$ cat src/sv/tvp_fifo.sv
// Small register-based queue, generic over the item type.
// No dependencies.
module tvp_fifo #(
  parameter type item_t = logic,
  parameter int  DEPTH  = 4
) (
  input  logic  clk,
  input  logic  rst,
  input  logic  push,
  input  item_t din,
  output logic  full,
  input  logic  pop,
  output logic  empty,
  output item_t dout
);

  localparam int PW = (DEPTH > 1) ? $clog2(DEPTH) : 1;
  localparam int CW = $clog2(DEPTH + 1);

  item_t          slots [DEPTH];
  logic [PW-1:0]  wr_ptr;
  logic [PW-1:0]  rd_ptr;
  logic [CW-1:0]  count;
  logic           do_push;
  logic           do_pop;

  assign full    = (count == CW'(DEPTH));
  assign empty   = (count == '0);
  assign do_push = push && !full;
  assign do_pop  = pop && !empty;
  assign dout    = slots[rd_ptr];

  always_ff @(posedge clk) begin
    if (rst) begin
      wr_ptr <= '0;
      rd_ptr <= '0;
      count  <= '0;
    end else begin
      if (do_push) begin
        wr_ptr <= (wr_ptr == PW'(DEPTH - 1)) ? '0 : wr_ptr + 1'b1;
      end
      if (do_pop) begin
        rd_ptr <= (rd_ptr == PW'(DEPTH - 1)) ? '0 : rd_ptr + 1'b1;
      end
      count <= count + CW'(do_push) - CW'(do_pop);
    end
  end

  always_ff @(posedge clk) begin
    if (do_push) begin
      slots[wr_ptr] <= din;
    end
  end

`ifndef NO_ASSERTIONS
  a_count_bound: assert property (@(posedge clk) disable iff (rst)
    count <= CW'(DEPTH))
    else $error("queue count above depth");
  a_count_track: assert property (@(posedge clk) disable iff (rst)
    (do_push && !do_pop) |=> count == $past(count) + 1'b1)
    else $error("queue count missed a push");
  a_ptr_match: assert property (@(posedge clk) disable iff (rst)
    (count == '0 || count == CW'(DEPTH)) |-> wr_ptr == rd_ptr)
    else $error("queue pointers disagree with count");
`endif

endmodule

$ cat config.mk
export PLATFORM = sky130hd
export DESIGN_NAME = tvp_fifo
export DESIGN_NICKNAME = d
export VERILOG_FILES = /design/src/sv/tvp_fifo.sv
export SDC_FILE = /design/constraint.sdc
export NUM_CORES = 1
export LEC_CHECK = 0
export BUFFER_PORTS_ARGS = -buffer_cell sky130_fd_sc_hd__buf_2
export CAP_MARGIN = 40
export CORE_ASPECT_RATIO = 1.2
export CORE_UTILIZATION = 40
export CTS_CLUSTER_DIAMETER = 80
export CTS_CLUSTER_SIZE = 16
export DETAILED_ROUTE_END_ITERATION = 8
export SETUP_SLACK_MARGIN = 0.05
export SLEW_MARGIN = 20
export SYNTH_ARGS = -nofsm -noshare
export SYNTH_HDL_FRONTEND = slang
export SYNTH_SLANG_ARGS = --single-unit
export TNS_END_PERCENT = 50
$ cat constraint.sdc
create_clock -name clk -period 4.67 [get_ports clk]
set_input_delay 0 -clock clk [delete_from_list [all_inputs] [get_ports clk]]
set_output_delay 0 -clock clk [all_outputs]
set_load 0.05 [all_outputs]
==> flow_summary.toml, run 1 <==
[outcome]
status = "completed"

[die]
die_h_um = 45.5
fp.dieW_um = 38.3
core.rowCount = 15
pin_count = 8
fp.dieArea_um2 = 1740
core_um2 = 1460
initial_utilization_pct = 43.2

[sta]
fmax_mhz = 394
worst_pin_slew_ns = 0.561
rsz0062_at_grt = "false"
relSlewSlack_pct = 62.3
fin_skew_ns = 0.00225
final_max_slew_viol_count = 0
fin_crit_sh_pct = 54.3
finalSetupViolations = 0
fin_crit_ns = 2.54
fin_ws_ns = 2.13
hold_viol_final = 0
fin_setup_tns_ns = 0
fin_hold_ws_ns = 0.00464

[placement]
dp_cells = 78
place_ws_ns = 2.13
portBuffers = 7
globalplace.congestion = 0.682
hpwl_um = 660

[cts]
numCtsBuffers = 3
cts_resized = 0
clk_path_buf_depth = 2
h-tree-depth = 1
cts.sink_count = 13
clk_pin_slew_ns = 0.08
cts_root_buf = "clkbuf_4"
postCtsSetupRepairBufs = 0
clk_latency_ns = 0.27
tritoncts = "done"

[run]
maxCapViolations = 0

[critical_path]
crit_top_cell = "inv_1"
crit_type = "reg2reg"
critPathCaptureType = "flop"
crit_path_start_kind = "flop"
cp_cell_sequence = "or3b_1, and2_4, inv_1, ha_1, inv_1, ha_1, inv_1, fa_1, xor2_1, and2_2, nor3_1"
worstPathMaxFanout = 9
cpPeakStageDelay_ns = 0.53
cp_slowest_cell = "or3b_1"
cp_data_required_time_ns = 4.87
critical_path_arrival_ns = 2.74
r2r_cells = 11

[route]
firstDrtPassIters = 2
wl_per_cell_um = 10.8
dr.first_iter.drc_count = 4
drc = 0
ant_nets = 0
dr_wl_met3_um = 24
top_layer_used = "met4"
totalWireLength_um = 895
vias_per_cell = 5.12
num_vias = 425
wl_met2_um = 451
wl_met1_um = 409

[worst_hold_path]
holdPathStages = 2
hp-class = "in2reg"

[synthesis]
yosysWarnings = 0
synth.top_cell.area_share_pct = 28.5
syn-num-nets = 69
syn_inst = 56
yosysTopAreaCell = "dfxtp_1"
syn_area_per_cell_um2 = 11.3
synth_area_leaders = "dfxtp_1 29%, edfxtp_1 19%, ha_1 14%, inv_1 4.2%, mux4_2 3.6%"
ys_types = 25
syn-cell-area_um2 = 632
synth-seq-area-share_pct = 47.5
yosys_register_bits = 13

[grt]
antenna_found_initial = 0
grtUsageTotal_pct = 13.6
grt_max_degree = 10
grt_pass1_vias = 364
grt_pass1_wl_mm = 1.59
gr-total-overflow = 0

[finish]
drive_above_1_share_pct = 24.2
stdcell_count = 83
syn_to_final_growth_pct = 12.5
nets = 80
n_antenna_cell = 0
nFillCells = 129

[power]
p_per_area_nw_per_um2 = 549
peakVddDrop_uv = 257
p_leak_nw = 0.342
worst paths after layout:
check             end       from  slack (ns)
max          count[2]   count[1]        2.13
min          count[1]        rst       0.005
max reg2reg  count[2]   count[1]        2.13
min reg2reg      flop  rd_ptr[0]        0.50
power by group:
group          total [mW]  switching, mW  leakage (nW)  internal (mW)
Sequential          0.164         0.0206         0.111          0.143
Combinational       0.158         0.0980         0.213         0.0603
Clock              0.0683         0.0366        0.0177         0.0317
Total               0.391          0.155         0.342          0.235
cell families after synthesis:
group           Yosys count  share of synthesized area (%)
xor+xnor                  1                           1.39
buf+inv                   9                           6.53
flops                    13                           47.5
mux                       2                           5.15
compound gates            5                           5.94
simple gates             18                           16.4
fa+ha+maj                 8                           17.0
Yosys cell counts, drive strengths merged:
| master | n |
|---|---|
| xor2 | 1 |
| edfxtp | 4 |
| mux4 | 1 |
| nor2 | 3 |
| dfxtp | 9 |
| nor2b | 1 |
| nor3 | 3 |
| ha | 7 |
| a21o | 1 |
| and2 | 2 |
| clkbuf | 1 |
| and3 | 4 |
| inv | 7 |
| buf | 1 |
| o31ai | 2 |
| mux2i | 1 |
| a21oi | 2 |
| nand3 | 2 |
| or3b | 1 |
| nand2 | 1 |
| fa | 1 |
| or3 | 1 |
per-stage QoR:
stage	total power [mW]	utilization (%)	instance area, µm²
floorplan	0.299	-	632
global placement	0.321	46.0	673
detailed placement	0.326	46.0	673
CTS	0.395	48.5	711
global route	0.425	48.5	711
finish	0.391	48.5	711
routing by layer:
layer	track usage [%]	vias to the layer above
li1	-	214
met1	16.4	203
met2	20.7	6
met3	4.41	2
met4	8.57	0
met5	0	-
layout make-up:
| cell class | count | area, µm² | share of cell area, % |
|---|---|---|---|
| clock buffers | 3 | 22.5 | 3.17 |
| flip-flops and latches | 13 | 300 | 42.3 |
| inverters | 7 | 26.3 | 3.70 |
| well taps | 17 | 21.3 | 2.99 |
| repair buffers | 8 | 45.0 | 6.34 |
| multi-input cells | 34 | 290 | 40.8 |
| clock inverters | 1 | 5.00 | 0.704 |
layout by cell type (no fill, tap or decap):
cell type	instances
and2_2	1
or3b_1	1
inv_1	7
nand2_1	1
clkbuf_4	3
o31ai_1	1
and2_4	1
nor2_1	3
fa_1	1
mux4_2	1
edfxtp_1	4
a21o_1	1
dlygate4sd3_1	1
o31ai_2	1
nor3_1	3
nand3_1	2
a21oi_1	2
clkinv_2	1
ha_1	7
and3_1	3
xor2_1	1
and3_2	1
nor2b_1	1
dfxtp_1	9
buf_2	7
mux2i_1	1
or3_1	1
repair_timing:
action / in CTS / in global routing
hold buffers: 1 / 0
endpoints found under the setup margin: 0 / 0
hold endpoints to repair: 4 / 0
critical path: cells and delay by family (launching register included):
family | cells | cell delay, ns
flops | 1 | 0.38
fa+ha+maj | 3 | 0.73
simple gates | 4 | 1.05
xor+xnor | 1 | 0.16
buf+inv | 3 | 0.16
No activity file was read; power rests on OpenSTA's default activity.
==> run 2, diff against run 1 <==
--- a/config.mk
+++ b/config.mk
@@ -5,6 +5,7 @@
 export SDC_FILE = /design/constraint.sdc
 export NUM_CORES = 1
 export LEC_CHECK = 0
+export ABC_AREA = 1
 export BUFFER_PORTS_ARGS = -buffer_cell sky130_fd_sc_hd__buf_2
 export CAP_MARGIN = 40
 export CORE_ASPECT_RATIO = 1.2
==> constraint.sdc (replaced) <==
create_clock -name clk -period 2.58 [get_ports clk]
set_input_delay 0 -clock clk [delete_from_list [all_inputs] [get_ports clk]]
set_output_delay 0 -clock clk [all_outputs]
set_load 0.05 [all_outputs]
==> run 2 against run 1 <==
Compared with the run above:
- power increased by 100%
- worst hold slack improved by 0.027 ns
- clock skew increased by 0.0015 ns
- combinational power increased by 130%
- maximum frequency increased by 33%
- global-route usage decreased by 0.59 points
- synthesized cell count increased by 38%
- register-to-register slack got worse by 1.5 ns
- critical path type unchanged
- first-iteration DRC count decreased by 100%
==> flow_summary.toml, run 2 <==
[synthesis]
synth_edf_count = 4
synth_compound_area_share_pct = 4.50
synthAdderAreaFrac_pct = 16.1
synth_area_leaders = "dfxtp_1 27%, edfxtp_1 18%, ha_1 13%, inv_1 9.0%, nor2_1 9.0%"
yosys_register_bits = 13
synth-seq-area-share_pct = 45.0
synthFlopType = "dfxtp_1"
synth.top_cell.area_share_pct = 27.0
syn_inst = 77
yosysTopAreaCell = "dfxtp_1"
ys_types = 16
yosysWarnings = 0
syn_area_per_cell_um2 = 8.66
synthMuxAreaShare_pct = 0
yosys-top-cells-count = "16 x inv_1, 16 x nor2_1, 9 x dfxtp_1"
yosys.area_share.simple_pct = 24.0
async_reset_ff_share_pct = 0
syn-num-nets = 90
synth_xor_xnor_area_share_pct = 1.31
synth_top_family_by_area = "simple AND/OR/NAND/NOR gates"
syn-cell-area_um2 = 667

[cts]
cts_resized = 0
numCtsBuffers = 3
cts_root_buf = "clkbuf_4"
clk_pin_slew_ns = 0.08
h-tree-depth = 1
cts_hold_buffers = 2
cts.sink_count = 13
postCtsSetupRepairBufs = 0
clk_latency_ns = 0.28
tritoncts = "done"
clk_path_buf_depth = 2

[power]
total_power_mw = 0.792
p_per_area_nw_per_um2 = 1030
p_leak_nw = 0.376
peakVddDrop_uv = 521

[critical_path]
r2r_setup_slack_ns = 0.67
crit_path_start_kind = "flop"
critPathCaptureType = "flop"
cp_cell_sequence = "nor2_2, nand2_2, inv_1, nor2_1, ha_1, inv_1, ha_1, inv_1, fa_1, inv_1, nand2_1, nand2_1, nor2_1"
cp_data_required_time_ns = 2.76
timing.rr.start = "count[1]"
crit_type = "reg2reg"
cpPeakStageDelay_ns = 0.36
timing.rr.end = "count[2]"
critical_path_arrival_ns = 2.09
cp_slowest_cell = "dfxtp_1"
crit_top_cell = "inv_1"
worstPathMaxFanout = 5
r2r_cells = 13

[grt]
grt_util_met2_pct = 21.0
antenna_found_initial = 0
grt_pass1_vias = 409
gr-total-overflow = 0
grtUsageTotal_pct = 13.0
top_usage_layer = "met2"
grt_pass1_wl_mm = 1.55
grt_use_met1_pct = 14.7
grt_max_degree = 8
grt_use_met3_pct = 2.84

[outcome]
status = "completed"

[finish]
multi_input_area_um2 = 307
drive_above_1_share_pct = 20.0
final_core_util_pct = 51.2
final_cell_mix = "16 x inv_1, 16 x nor2_1, 9 x dfxtp_1"
n_antenna_cell = 0
nFillCells = 149
nets = 104
final-seq-area_um2 = 300
syn_to_final_growth_pct = 15.4

[die]
core_um2 = 1500
initial_utilization_pct = 44.4
fp.dieW_um = 39.3
core.rowCount = 15
die_h_um = 46.7
fp.dieArea_um2 = 1840
pin_count = 8

[sta]
worst_pin_slew_ns = 0.247
fin_skew_ns = 0.00373
fin_crit_ns = 1.91
fin_hold_ws_ns = 0.0319
fin_setup_tns_ns = 0
final_max_slew_viol_count = 0
fmax_mhz = 525
finalSetupViolations = 0
fin_crit_sh_pct = 73.9
rsz0062_at_grt = "false"
relSlewSlack_pct = 83.7
hold_viol_final = 0

[route]
ant_nets = 0
totalWireLength_um = 916
vias_per_cell = 4.51
firstDrtPassIters = 1
num_vias = 483
dr.first_iter.drc_count = 0
wl_per_cell_um = 8.56
drc = 0

[run]
maxCapViolations = 0

[worst_hold_path]
hp-class = "in2reg"
min_to = "wr_ptr[1]"
holdPathStages = 3
hold_start = "push"

[placement]
portBuffers = 7
globalplace.congestion = 0.683
hpwl_um = 715
-- run 2: worst max-delay path by stage --
stage | startpoint | end | cells after the start
finish | count[1] | count[2] | 13
global route | count[1] | count[2] | 13
CTS | count[1] | count[2] | 13
detailed placement | count[1] | count[2] | 13
global placement | count[1] | count[2] | 13
floorplan | count[1] | count[2] | 13
-- run 2: per-layer routing --
metal  share of wire [%]  routed length (µm)  vias to the layer above
li1                    -                   -                      258
met1                  44                 406                      212
met2                  48                 442                        8
met3                 3.7                  34                        5
met4                 3.6                  33                        0
met5                   0                   0                        -
-- run 2: where the power goes --
| part | leakage [nW] | switching, mW | internal, mW |
|---|---|---|---|
| registers | 0.111 | 0.0387 | 0.266 |
| clock network | 0.0150 | 0.0635 | 0.0600 |
| logic | 0.250 | 0.241 | 0.123 |
| total | 0.376 | 0.343 | 0.449 |
-- run 2: kinds of logic (layout without fill, tap and decap cells) --
family / after synthesis / in the layout
compound gates: 6 / 6
xor+xnor: 1 / 1
fa+ha+maj: 8 / 8
buf+inv: 16 / 29
flops: 13 / 13
simple gates: 33 / 33
-- run 2: area by class of cell --
type                       count  area share, %
timing repair buffer           9           7.15
inverter                      16           7.80
clock buffer                   4           3.41
multi-input combinational     48           39.8
tap                           17           2.76
sequential                    13           39.0
-- run 2: worst max-delay path: cells and delay by family, from the launching register on --
family	cells	cell delay [ns]
buffers and inverters	4	0.25
AND/OR/NAND/NOR	6	0.46
adder cells (fa/ha/maj)	3	0.73
flip-flops	1	0.36
-- run 2: metrics by stage --
step           setup slack, ns  std cells  area [µm²]
4_1_cts                  0.650        107         769
6_report                 0.673        107         769
2_1_floorplan            0.459         77         667
3_5_place_dp             0.665        101         723
5_1_grt                  0.456        107         769
3_3_place_gp             0.697        101         723
